==> config.mk <==
export PLATFORM = sky130hd
export DESIGN_NAME = adc_channel_scan_sequencer_top
export DESIGN_NICKNAME = d
export VERILOG_FILES = /design/src/rtl/acss_pkg.sv /design/src/rtl/acss_front.sv /design/src/rtl/acss_back.sv /design/src/rtl/adc_channel_scan_sequencer_top.sv
export SDC_FILE = /design/constraint.sdc
export NUM_CORES = 1
export LEC_CHECK = 0
export BUFFER_PORTS_ARGS = -buffer_cell sky130_fd_sc_hd__buf_4
export CAP_MARGIN = 20
export CORE_ASPECT_RATIO = 1.75
export CORE_MARGIN = 2
export CORE_UTILIZATION = 56
export DETAILED_ROUTE_END_ITERATION = 10
export PLACE_DENSITY = 0.81
export SYNTH_ARGS = -nofsm -noshare
export SYNTH_HDL_FRONTEND = slang
export SYNTH_SLANG_ARGS = --single-unit
==> constraint.sdc <==
create_clock -name i_clk -period 4.9 [get_ports i_clk]
set_input_delay 0.735 -clock i_clk [delete_from_list [all_inputs] [get_ports i_clk]]
set_output_delay 0.735 -clock i_clk [all_outputs]
set_load 0.03 [all_outputs]
==> src/rtl/acss_pkg.sv <==
package acss_pkg;

    localparam int NUM_CHANNELS = 6;
    localparam int CH_BITS      = 3;
    localparam int SAMPLE_BITS  = 10;
    localparam int QUEUE_DEPTH  = 2;
    localparam int QPTR_BITS    = 1;
    localparam int QCNT_BITS    = 2;

    localparam logic OP_CONVERT  = 1'b0;
    localparam logic OP_SERVICE  = 1'b1;
    localparam logic KIND_MUX    = 1'b0;
    localparam logic KIND_REPORT = 1'b1;

    localparam logic REG_ENABLE_MASK   = 1'b0;
    localparam logic REG_FIRST_CHANNEL = 1'b1;

    typedef enum logic {
        ST_IDLE,
        ST_DRAIN
    } t_state;

    typedef struct packed {
        logic                   op;
        logic [SAMPLE_BITS-1:0] sample;
    } t_cmd;

    typedef struct packed {
        logic [NUM_CHANNELS-1:0] enable_mask;
        logic [CH_BITS-1:0]      first_channel;
        logic                    load_first;
        logic [CH_BITS-1:0]      load_value;
    } t_cfg;

    typedef struct packed {
        logic                   kind;
        logic [CH_BITS-1:0]     mux_channel;
        logic                   batch_done;
        logic [CH_BITS-1:0]     report_channel;
        logic [SAMPLE_BITS-1:0] report_value;
        logic                   last;
    } t_result;

    function automatic logic [CH_BITS-1:0] clamp_channel(input logic [CH_BITS-1:0] v);
        logic [CH_BITS-1:0] res;
        res = v;
        if (v >= CH_BITS'(NUM_CHANNELS)) begin
            res = CH_BITS'(NUM_CHANNELS - 1);
        end
        return res;
    endfunction

    function automatic logic [CH_BITS-1:0] next_channel(
        input logic [CH_BITS-1:0]      cur,
        input logic [NUM_CHANNELS-1:0] mask
    );
        logic [CH_BITS:0]   cand;
        logic               found;
        logic [CH_BITS-1:0] res;
        res   = cur;
        found = 1'b0;
        for (int k = 1; k <= NUM_CHANNELS; k++) begin
            cand = {1'b0, cur} + (CH_BITS+1)'(k);
            if (cand >= (CH_BITS+1)'(NUM_CHANNELS)) begin
                cand = cand - (CH_BITS+1)'(NUM_CHANNELS);
            end
            if (!found && mask[cand[CH_BITS-1:0]]) begin
                found = 1'b1;
                res   = cand[CH_BITS-1:0];
            end
        end
        return res;
    endfunction

endpackage

==> src/rtl/acss_front.sv <==
module acss_front (
    input  logic          i_clk,
    input  logic          i_rst_n,
    input  logic          i_valid,
    output logic          o_ready,
    input  logic          i_op,
    input  logic [9:0]    i_sample,
    output logic          o_cmd_valid,
    output acss_pkg::t_cmd o_cmd,
    input  logic          i_cmd_pop
);
    import acss_pkg::*;

    t_cmd                 r_mem [QUEUE_DEPTH];
    logic [QPTR_BITS-1:0] r_wr_ptr;
    logic [QPTR_BITS-1:0] r_rd_ptr;
    logic [QCNT_BITS-1:0] r_count;
    logic                 w_push;
    logic                 w_pop;
    t_cmd                 w_cmd;

    always_comb begin
        w_cmd.op     = (i_op == OP_SERVICE) ? OP_SERVICE : OP_CONVERT;
        w_cmd.sample = i_sample;
    end

    assign o_ready     = (r_count != QCNT_BITS'(QUEUE_DEPTH));
    assign o_cmd_valid = (r_count != '0);
    assign o_cmd       = r_mem[r_rd_ptr];
    assign w_push      = i_valid && o_ready;
    assign w_pop       = i_cmd_pop && o_cmd_valid;

    always_ff @(posedge i_clk) begin
        if (!i_rst_n) begin
            r_wr_ptr <= '0;
            r_rd_ptr <= '0;
            r_count  <= '0;
        end else begin
            if (w_push) begin
                r_wr_ptr <= r_wr_ptr + QPTR_BITS'(1);
            end
            if (w_pop) begin
                r_rd_ptr <= r_rd_ptr + QPTR_BITS'(1);
            end
            case ({w_push, w_pop})
                2'b10:   r_count <= r_count + QCNT_BITS'(1);
                2'b01:   r_count <= r_count - QCNT_BITS'(1);
                default: r_count <= r_count;
            endcase
        end
    end

    always_ff @(posedge i_clk) begin
        if (w_push) begin
            r_mem[r_wr_ptr] <= w_cmd;
        end
    end

endmodule

==> src/rtl/acss_back.sv <==
module acss_back (
    input  logic              i_clk,
    input  logic              i_rst_n,
    input  acss_pkg::t_cfg    i_cfg,
    input  logic              i_cmd_valid,
    input  acss_pkg::t_cmd    i_cmd,
    output logic              o_cmd_pop,
    output logic              o_valid,
    input  logic              i_ready,
    output acss_pkg::t_result o_result
);
    import acss_pkg::*;

    t_state                  r_state;
    t_state                  n_state;
    logic [CH_BITS-1:0]      r_cur_ch;
    logic [CH_BITS-1:0]      n_cur_ch;
    logic [NUM_CHANNELS-1:0] r_pending;
    logic [NUM_CHANNELS-1:0] n_pending;
    logic [SAMPLE_BITS-1:0]  r_value [NUM_CHANNELS];
    logic                    r_out_valid;
    logic                    n_out_valid;
    t_result                 r_out;
    t_result                 n_out;
    logic                    w_slot_free;
    logic                    w_wr_en;
    logic [CH_BITS-1:0]      w_low_ch;
    logic [CH_BITS-1:0]      w_next_ch;

    assign w_slot_free = !r_out_valid || i_ready;
    assign w_next_ch   = next_channel(r_cur_ch, i_cfg.enable_mask);

    always_comb begin
        w_low_ch = '0;
        for (int c = NUM_CHANNELS - 1; c >= 0; c--) begin
            if (r_pending[c]) begin
                w_low_ch = CH_BITS'(c);
            end
        end
    end

    always_comb begin
        n_state     = r_state;
        n_cur_ch    = r_cur_ch;
        n_pending   = r_pending;
        n_out       = r_out;
        n_out_valid = r_out_valid && !i_ready;
        o_cmd_pop   = 1'b0;
        w_wr_en     = 1'b0;
        case (r_state)
            ST_IDLE: begin
                if (i_cmd_valid) begin
                    if (i_cmd.op == OP_CONVERT) begin
                        if (w_slot_free) begin
                            o_cmd_pop            = 1'b1;
                            w_wr_en              = 1'b1;
                            n_pending            = r_pending | (NUM_CHANNELS'(1) << r_cur_ch);
                            n_cur_ch             = w_next_ch;
                            n_out.kind           = KIND_MUX;
                            n_out.mux_channel    = w_next_ch;
                            n_out.batch_done     = (w_next_ch == i_cfg.first_channel);
                            n_out.report_channel = '0;
                            n_out.report_value   = '0;
                            n_out.last           = 1'b1;
                            n_out_valid          = 1'b1;
                        end
                    end else begin
                        o_cmd_pop = 1'b1;
                        if (r_pending != '0) begin
                            n_state = ST_DRAIN;
                        end
                    end
                end
            end
            ST_DRAIN: begin
                if (w_slot_free) begin
                    n_pending            = r_pending & ~(NUM_CHANNELS'(1) << w_low_ch);
                    n_out.kind           = KIND_REPORT;
                    n_out.mux_channel    = '0;
                    n_out.batch_done     = 1'b0;
                    n_out.report_channel = w_low_ch;
                    n_out.report_value   = r_value[w_low_ch];
                    n_out.last           = (n_pending == '0);
                    n_out_valid          = 1'b1;
                    if (n_pending == '0) begin
                        n_state = ST_IDLE;
                    end
                end
            end
            default: begin
                n_state = ST_IDLE;
            end
        endcase
        if (i_cfg.load_first) begin
            n_cur_ch = i_cfg.load_value;
        end
    end

    always_ff @(posedge i_clk) begin
        if (!i_rst_n) begin
            r_state     <= ST_IDLE;
            r_cur_ch    <= '0;
            r_pending   <= '0;
            r_out_valid <= 1'b0;
        end else begin
            r_state     <= n_state;
            r_cur_ch    <= n_cur_ch;
            r_pending   <= n_pending;
            r_out_valid <= n_out_valid;
        end
    end

    always_ff @(posedge i_clk) begin
        r_out <= n_out;
        if (w_wr_en) begin
            r_value[r_cur_ch] <= i_cmd.sample;
        end
    end

    assign o_valid  = r_out_valid;
    assign o_result = r_out;

endmodule

==> src/rtl/adc_channel_scan_sequencer_top.sv <==
// Round-robin ADC scan sequencer.
// Input stream (s_axis): tuser = operation (0 conversion done, 1 service),
// tdata[9:0] = sample of the channel currently on the mux.
// Output stream (m_axis): tuser = kind (0 mux advance, 1 channel report),
// tlast marks the final result of an input transaction, tdata holds
// mux_channel, batch_done, report_channel and report_value.
// APB: register 0 at 0x0 is the channel enable mask, register 1 at 0x4 the
// first channel; writing it also moves the scan to that channel.
// A conversion transaction puts one mux advance result on m_axis, from the
// output register after the queue; conversions sustain one per cycle while
// m_axis_tready is high.
// A service transaction with N pending channels enters the drain state and
// gives N reports in ascending channel order, one per cycle while m_axis_tready
// is high, with tlast on the final one; with nothing pending it gives no result.
// A two-entry queue sits between the input stage and the sequencer, so input
// keeps flowing until it fills while the output register is stalled.
// Reset clears pending flags, mask and first channel, and empties the queue.
module adc_channel_scan_sequencer_top (
    input  logic        i_clk,
    input  logic        i_rst_n,
    input  logic        s_axis_tvalid,
    output logic        s_axis_tready,
    input  logic [15:0] s_axis_tdata,   // [9:0] sample
    input  logic        s_axis_tuser,   // [0] operation
    output logic        m_axis_tvalid,
    input  logic        m_axis_tready,
    output logic [23:0] m_axis_tdata,   // [2:0] mux_channel, [3] batch_done,
                                        // [6:4] report_channel, [16:7] report_value
    output logic        m_axis_tuser,   // [0] kind
    output logic        m_axis_tlast,
    input  logic        psel,
    input  logic        penable,
    input  logic        pwrite,
    input  logic [2:0]  paddr,
    input  logic [31:0] pwdata,
    output logic [31:0] prdata,
    output logic        pready
);
    import acss_pkg::*;

    logic [NUM_CHANNELS-1:0] r_enable_mask;
    logic [CH_BITS-1:0]      r_first_ch;
    logic                    w_wr;
    logic                    w_reg_sel;
    logic [CH_BITS-1:0]      w_first_in;
    t_cfg                    w_cfg;
    logic                    w_cmd_valid;
    t_cmd                    w_cmd;
    logic                    w_cmd_pop;
    t_result                 w_result;

    assign pready     = 1'b1;
    assign w_reg_sel  = paddr[2];
    assign w_wr       = psel && penable && pwrite && pready;
    assign w_first_in = clamp_channel(pwdata[CH_BITS-1:0]);

    always_ff @(posedge i_clk) begin
        if (!i_rst_n) begin
            r_enable_mask <= '0;
            r_first_ch    <= '0;
        end else if (w_wr) begin
            case (w_reg_sel)
                REG_ENABLE_MASK:   r_enable_mask <= pwdata[NUM_CHANNELS-1:0];
                REG_FIRST_CHANNEL: r_first_ch    <= w_first_in;
                default:           r_first_ch    <= r_first_ch;
            endcase
        end
    end

    always_comb begin
        case (w_reg_sel)
            REG_ENABLE_MASK:   prdata = 32'(r_enable_mask);
            REG_FIRST_CHANNEL: prdata = 32'(r_first_ch);
            default:           prdata = '0;
        endcase
    end

    always_comb begin
        w_cfg.enable_mask   = r_enable_mask;
        w_cfg.first_channel = r_first_ch;
        w_cfg.load_first    = w_wr && (w_reg_sel == REG_FIRST_CHANNEL);
        w_cfg.load_value    = w_first_in;
    end

    acss_front u_front (
        .i_clk       (i_clk),
        .i_rst_n     (i_rst_n),
        .i_valid     (s_axis_tvalid),
        .o_ready     (s_axis_tready),
        .i_op        (s_axis_tuser),
        .i_sample    (s_axis_tdata[SAMPLE_BITS-1:0]),
        .o_cmd_valid (w_cmd_valid),
        .o_cmd       (w_cmd),
        .i_cmd_pop   (w_cmd_pop)
    );

    acss_back u_back (
        .i_clk       (i_clk),
        .i_rst_n     (i_rst_n),
        .i_cfg       (w_cfg),
        .i_cmd_valid (w_cmd_valid),
        .i_cmd       (w_cmd),
        .o_cmd_pop   (w_cmd_pop),
        .o_valid     (m_axis_tvalid),
        .i_ready     (m_axis_tready),
        .o_result    (w_result)
    );

    assign m_axis_tdata = {7'b0, w_result.report_value, w_result.report_channel,
                           w_result.batch_done, w_result.mux_channel};
    assign m_axis_tuser = w_result.kind;
    assign m_axis_tlast = w_result.last;

endmodule

==> reports/qor.csv, run 1 <==
stage,metric,value,unit
route,vias,4515,
timing,hold_violations,0,
yosys,yosys-mux-area-fraction,0.09245,
placed_design,numPortBuffers,51,
finish,diodes,0,
worst_setup_path,slowest_stage,dfxtp_1,
yosys,synth_seq_area_share,0.5579,
yosys,synthCells,537,
worst_setup_path,path_max_fanout,19,
clock_network,cts_tree,done,
worst_setup_path,cp_num_buf_inv,0,
timing,period_minus_slack,4.216,ns
route,detail_route.wirelength,14600,µm
pwr,ir_drop,313.8,µV
yosys,synth_ff_type,edfxtp_1,
clock_network,root_buffer,clkbuf_16,
timing,finalSetupTns,0,ns
floorplan,die_h,144.7,µm
run,maxCapViolCount,0,
floorplan,top_level_ports,120,
floorplan,initial_core_util,0.5704,
timing,fin_worst_skew,0.009970,ns
timing,fmax,0.2372,GHz
finish,drive_gt1_frac,0.1944,
clock_network,cts_buffer_depth,2,
yosys,async_reset_ff_frac,0,
clock_network,htree_levels,4,
route,drc,0,
yosys,synth_fa_ha_area_frac,0.02726,
worst_setup_path,worst-endpoint-arrival,4.37,ns
clock_network,cts.clk_slew.worst_paths,0.06,ns
yosys,synth_top_family_by_area,compound AO/OA/AOI/OAI gates,
route,dr.pass1.iters,5,
hold_path,hold_class,input port to flip-flop,
worst_setup_path,required,5.05,ns
yosys,syn-cell-area,0.006334,mm²
route,wire_per_inst,19.75,µm
worst_setup_path,crit_path_cell_trace,ha_1 > ha_1 > mux4_2 > and3_1 > a311o_1 > o21ai_1 > nand2_1 > o311ai_1 > mux2i_1 > a221oi_2,
pwr,power.density,524.5,mW/mm²
timing,relSlewSlack,0.3403,
floorplan,die_w,84.39,µm
yosys,synth_compound_area_frac,0.1254,
timing,drv_slew,0,
worst_setup_path,startpoint_type,flip-flop,
finish,final_util,0.6614,
pwr,leakage,2.714,nW
yosys,synth_area_per_cell,11.79,µm²
finish,syn2layout_area_growth,15.94,%
yosys,yosysWarnings,0,
global_routing,grt.total_usage,0.2414,
route,viasPerCell,6.110,
finish,nNetsFinal,667,
clock_network,insertion_delay,0.41,ns
global_routing,antenna_found_initial,0,
worst_setup_path,worstSetupPathType,flip-flop to flip-flop,
global_routing,grt_pass1_vias,4417,
clock_network,numCtsBuffers,17,
worst_setup_path,path_delay_family,compound AO/OA/AOI/OAI gates,
run_status,status,finished clean,
route,drt_iter0_markers,252,
timing,min_period_over_period,0.8603,
yosys,synth_edf_count,101,
timing,tightest_slew,0.9882,ns
global_routing,grt_pass1_wl,22340,µm
worst_setup_path,critPathCaptureType,flip-flop,
clock_network,hold_buffers,0,
timing,report.final.setup_viol,0,
clock_network,cts.sinks,126,
placed_design,hpwl,9889,µm
placed_design,place_congestion,0.9246,
yosys,synth-seq-cells,126,
yosys,synth.distinct_cells,67,
global_routing,grt_start_max_net_pins,27,
worst_setup_path,crit_top_cell,ha_1,
floorplan,num_rows,51,
clock_network,post_cts.repair.setup_buffers,0,
timing,rsz0062_at_grt,no,
floorplan,core,0.01110,mm²
yosys,synth-xor-area-share,0.01245,
clock_network,cts_resized,0,
route,antenna_left,0,
yosys,synth-simple-area-share,0.1205,
floorplan,dieArea,0.01221,mm²
worst_setup_path,max_stage_delay,0.90,ns
global_routing,grt_overflow,0,
area by class of cell:
| class | count | area [µm²] |
|---|---|---|
| inverters | 12 | 45.04 |
| clock inverters | 9 | 142.6 |
| flip-flops and latches | 126 | 3533 |
| clock buffers | 22 | 444.2 |
| multi-input cells | 374 | 2525 |
| repair buffers | 64 | 488.0 |
| fillers | 804 | 3760 |
| well taps | 132 | 165.2 |
worst paths after layout:
check | start | end | slack (ns) | depth (start not counted)
setup / recovery | u_back.r_cur_ch[0] | u_back.o_result[14] | 0.68 | 10
hold / removal | s_axis_tuser | u_front.r_mem[0][10] | 0.51 | 1
setup reg to reg | u_back.r_cur_ch[0] | u_back.o_result[14] | 0.68 | 10
hold reg to reg | r_first_ch[0] | r_first_ch[0] | 0.51 | 2
logic make-up (layout without fill, tap and decap cells):
family / Yosys count / in the layout
other: 2 / 34
AND/OR/NAND/NOR: 146 / 146
adder cells (fa/ha/maj): 14 / 14
multiplexers: 55 / 55
XOR/XNOR: 9 / 9
flip-flops: 126 / 126
AO/OA/AOI/OAI: 116 / 116
buffers and inverters: 69 / 107
state kept, by name (all words and copies together), names as in the netlist, named ones only:
name and count:
u_front.r_wr_ptr 1, u_back.o_result 19, u_back.o_valid 1, u_front.r_rd_ptr 1
u_back.r_cur_ch 3, r_enable_mask 6, u_back.r_state 1, u_front.r_mem 22
u_back.r_pending 6, u_back.r_value 60, u_front.r_count 2, r_first_ch 3
worst register-to-register path, stage by stage, from the launching register on:
cell and delay (ns):
dfxtp_1 0.90, ha_1 0.28, ha_1 0.43, mux4_2 0.38, and3_1 0.19, a311o_1 0.39, o21ai_1 0.25, nand2_1 0.09
o311ai_1 0.69, mux2i_1 0.30, a221oi_2 0.05
metrics by stage:
step | power [mW] | cells | cell area, µm² | hold slack [ns] | setup WS, ns
2_1_floorplan | 2.271 | 569 | 6454 | 0.4564 | 1.483
3_3_place_gp | 2.528 | 705 | 6726 | 0.4842 | 0.8783
3_5_place_dp | 2.572 | 705 | 6726 | 0.5020 | 0.7548
4_1_cts | 3.828 | 736 | 7313 | 0.5014 | 0.7395
5_1_grt | 3.997 | 739 | 7343 | 0.4992 | 0.4775
6_report | 3.852 | 739 | 7343 | 0.5102 | 0.6843
report_power, final:
group	internal (mW)	switching, mW	total (mW)
logic	0.416	0.713	1.13
registers	1.37	0.0928	1.46
clock network	0.841	0.418	1.26
total	2.63	1.22	3.85
placed cells by master (no fill, tap or decap), types with 10 or more instances in the layout:
| master | instances |
|---|---|
| edfxtp_1 | 101 |
| buf_4 | 63 |
| mux2i_1 | 36 |
| nand2_1 | 35 |
| conb_1 | 34 |
| nor2_1 | 29 |
| dfxtp_1 | 25 |
| a21oi_1 | 24 |
| nor3_1 | 18 |
| mux2_2 | 17 |
| clkbuf_16 | 17 |
| nor2b_1 | 16 |
| o21ai_0 | 15 |
| o21a_1 | 13 |
| ha_1 | 13 |
| inv_1 | 11 |
| o22ai_1 | 10 |
routing by layer:
layer | up-vias | wire length (µm) | GRT usage
li1 | 2061 | - | -
met1 | 2198 | 5084 | 0.2403
met4 | 0 | 694 | 0.1353
met2 | 206 | 8077 | 0.4578
met5 | - | 0 | 0
met3 | 50 | 739 | 0.05275
cell usage after synthesis (all sizes together), types with 7 or more instances:
library cell    n  area share
o211ai          8      0.0095
inv            11      0.0065
o21a           14       0.017
o21ai          19       0.015
a21boi          7      0.0083
dfxtp          25       0.079
edfxtp        101        0.48
buf            40       0.046
mux2i          36       0.057
nand2          35       0.021
nor2b          16       0.016
and3            8      0.0079
mux2           18       0.032
nor3           18       0.014
ha             13       0.026
nor2           31       0.020
clkbuf         17       0.010
o22ai          10      0.0099
a21oi          25       0.020
Power figures use the tool's default switching activity.
==> run 2, diff against run 1 <==
--- a/config.mk
+++ b/config.mk
@@ -9,9 +9,10 @@
 export CAP_MARGIN = 20
 export CORE_ASPECT_RATIO = 1.75
 export CORE_MARGIN = 2
-export CORE_UTILIZATION = 56
+export CORE_UTILIZATION = 58
+export CTS_BUF_LIST = sky130_fd_sc_hd__clkbuf_8
 export DETAILED_ROUTE_END_ITERATION = 10
-export PLACE_DENSITY = 0.81
+export PLACE_DENSITY = 0.83
 export SYNTH_ARGS = -nofsm -noshare
 export SYNTH_HDL_FRONTEND = slang
 export SYNTH_SLANG_ARGS = --single-unit
==> constraint.sdc (replaced) <==
create_clock -name i_clk -period 4.5 [get_ports i_clk]
set_input_delay 0.675 -clock i_clk [delete_from_list [all_inputs] [get_ports i_clk]]
set_output_delay 0.675 -clock i_clk [all_outputs]
set_load 0.03 [all_outputs]
==> run 2 against run 1 <==
Via count shrank 3.0%. Sequential share of layout area is 1.4 points higher. Flip-flop and latch count is the same. Setup slack got worse by 0.094 ns. Combinational power is 11% higher. Sequential power increased by 8%. Cell count increased by 0.14%. Non-clock buffer count is 2 higher. Clock power fell by 27%. Largest power group unchanged. Final area fell by 2.7%. Count of clock-buffer cells in the layout down 5. Highest routed layer unchanged. Critical endpoint unchanged.
==> reports/qor.csv, run 2 (same netlist as run 1, synthesis figures left out) <==
stage,metric,value,unit,change
run_status,status,finished clean,,
worst_setup_path,r2r_setup_slack,0.59,ns,-0.09 ns
clock_network,cts.clk_slew.worst_paths,0.08,ns,+0.02 ns
timing,min_period_over_period,0.8688,,+0.008425
finish,syn2layout_area_growth,12.76,%,
finish,regMostFlops,u_back.r_value,,
route,antenna_left,0,,unchanged
route,vias,4378,,-3.0%
timing,hold_violations,0,,unchanged
finish,fin_cells,740,,+0.14%
worst_setup_path,worst-endpoint-arrival,4.09,ns,-0.28 ns
global_routing,grt.total_usage,0.2480,,+0.006639
hold_path,hold_class,input port to flip-flop,,
timing,drv_slew,0,,unchanged
worst_setup_path,startpoint_type,flip-flop,,
floorplan,top_level_ports,120,,unchanged
clock_network,post_cts.repair.setup_buffers,0,,unchanged
clock_network,htree_levels,4,,unchanged
finish,n_fill_cell,789,,-1.9%
floorplan,num_rows,50,,-2.0%
pwr,ir_drop,365.5,µV,+16%
route,drc,0,,unchanged
timing,fin_worst_skew,0.01296,ns,+0.002988 ns
finish,final_common_cell,edfxtp_1,,
worst_setup_path,slowest_stage,ha_1,,
route,detail_route.wirelength,14330,µm,-1.8%
finish,design_area,0.007142,mm²,-2.7%
worst_setup_path,path_delay_family,compound AO/OA/AOI/OAI gates,,
run,maxCapViolCount,0,,unchanged
timing,tightest_slew,0.9936,ns,+0.005369 ns
worst_setup_path,cp_num_buf_inv,4,,+4
worst_setup_path,crit_top_cell,buf_4,,
global_routing,grt_pass1_wl,22180,µm,-0.68%
global_routing,grt_start_max_net_pins,27,,unchanged
timing,rsz0062_at_grt,no,,
clock_network,cts_resized,0,,unchanged
finish,drive_gt1_frac,0.2098,,+0.01544
timing,holdWs,0.4173,ns,-0.09290 ns
floorplan,core,0.01070,mm²,-3.7%
worst_setup_path,required,4.68,ns,-0.37 ns
floorplan,die_w,83.00,µm,-1.7%
timing,fmax,0.2558,GHz,+7.8%
timing,period_minus_slack,3.909,ns,-0.3062 ns
placed_design,placedCellCount,708,,+0.43%
global_routing,antenna_found_initial,0,,unchanged
floorplan,initial_core_util,0.5920,,+0.02162
global_routing,grt_pass1_vias,4544,,+2.9%
pwr,leakage,2.625,nW,-3.3%
worst_setup_path,critPathCaptureType,flip-flop,,
placed_design,place_congestion,0.9475,,+2.5%
route,dr.pass1.iters,5,,unchanged
clock_network,cts_tree,done,,
placed_design,numPortBuffers,51,,unchanged
placed_design,hpwl,10230,µm,+3.4%
worst_setup_path,max_stage_delay,0.55,ns,-0.35 ns
pwr,power.density,524.6,mW/mm²,about the same
worst_setup_path,crit_path_cell_trace,buf_4 > clkinv_1 > ha_1 > buf_4 > nand2b_1 > a311oi_1 > o31a_1 > o21ai_1 > nand2_1 > o311ai_1 > buf_4 > mux2i_1 > a221oi_2,,
finish,diodes,0,,unchanged
route,viasPerCell,5.916,,-3.2%
clock_network,cts_buffer_depth,2,,unchanged
finish,multi_input_comb_area,0.002525,mm²,unchanged
finish,largest_reg_flops,60,,unchanged
clock_network,hold_buffers,0,,unchanged
timing,report.final.setup_viol,0,,unchanged
route,drt_iter0_markers,232,,-7.9%
clock_network,insertion_delay,0.44,ns,+0.03 ns
finish,nNetsFinal,669,,+0.30%
worst_setup_path,path_max_fanout,18,,-1
clock_network,numCtsBuffers,17,,unchanged
route,wire_per_inst,19.36,µm,-2.0%
finish,ff_latch_area,0.003533,mm²,unchanged
timing,relSlewSlack,0.3351,,-0.005125
floorplan,dieArea,0.01181,mm²,-3.3%
finish,layout_common_cells,"edfxtp_1, buf_4, mux2i_1, nand2_1, conb_1",,
floorplan,die_h,142.2,µm,-1.7%
placed_design,place_area,0.006761,mm²,+0.52%
timing,finalSetupTns,0,ns,unchanged
global_routing,grt_overflow,0,,unchanged
clock_network,root_buffer,clkbuf_8,,
clock_network,cts.sinks,126,,unchanged
worst_setup_path,worstSetupPathType,flip-flop to flip-flop,,
[run 2: cell count changes in the layout (fill, tap and decap cells not counted), sizes merged]
cell,change
clkbuf,-5
inv,+9
clkinvlp,+2
buf,+2
bufinv,-4
clkinv,-1
[run 2: final cells by class]
| cell class | count | share of cell area |
|---|---|---|
| clock buffer | 17 | 0.03276 |
| sequential | 126 | 0.4947 |
| inverter | 12 | 0.006307 |
| clock inverter | 15 | 0.02050 |
| tap | 130 | 0.02278 |
| timing repair buffer | 66 | 0.06938 |
| multi-input combinational | 374 | 0.3535 |
[run 2: final timing paths]
path | to | cells past startpoint | from
setup reg to reg | u_back.o_result[14] | 13 | u_back.r_cur_ch[0]
hold / removal | u_front.r_mem[0][10] | 1 | s_axis_tuser
setup / recovery | u_back.o_result[14] | 13 | u_back.r_cur_ch[0]
hold reg to reg | r_first_ch[0] | 2 | r_first_ch[0]
[run 2: power by group]
part	internal (mW)	total (mW)	switching (mW)	leakage [nW]
Sequential	1.49	1.57	0.0836	1.13
Clock	0.410	0.921	0.511	0.189
Combinational	0.456	1.25	0.797	1.31
Total	2.36	3.75	1.39	2.62
[run 2: metal layers]
metal  vias to the layer above  routed length [µm]  GRT usage  share of wire
met4                         0                 678     0.1803          0.047
met1                      2115                4812     0.2230           0.34
met2                       156                8261     0.4711           0.58
met5                         -                   0          0              0
li1                       2063                   -          -              -
met3                        44                 573    0.05916          0.040
[run 2: through the flow]
step | setup slack, ns | utilization | power, mW
finish | 0.5906 | 0.6676 | 3.746
global placement | 0.7679 | 0.6320 | 2.790
global route | 0.4975 | 0.6676 | 3.917
floorplan | 1.083 | - | 2.473
detailed placement | 0.6831 | 0.6320 | 2.836
CTS | 0.6642 | 0.6676 | 3.761
[run 2: worst register-to-register path: cells and delay by family (launching register included)]
family / cells / cell delay, ns
AND/OR/NAND/NOR: 2 / 0.21
buffers and inverters: 4 / 1.09
AO/OA/AOI/OAI: 5 / 1.21
adder cells (fa/ha/maj): 1 / 0.55
multiplexers: 1 / 0.24
flip-flops: 1 / 0.35
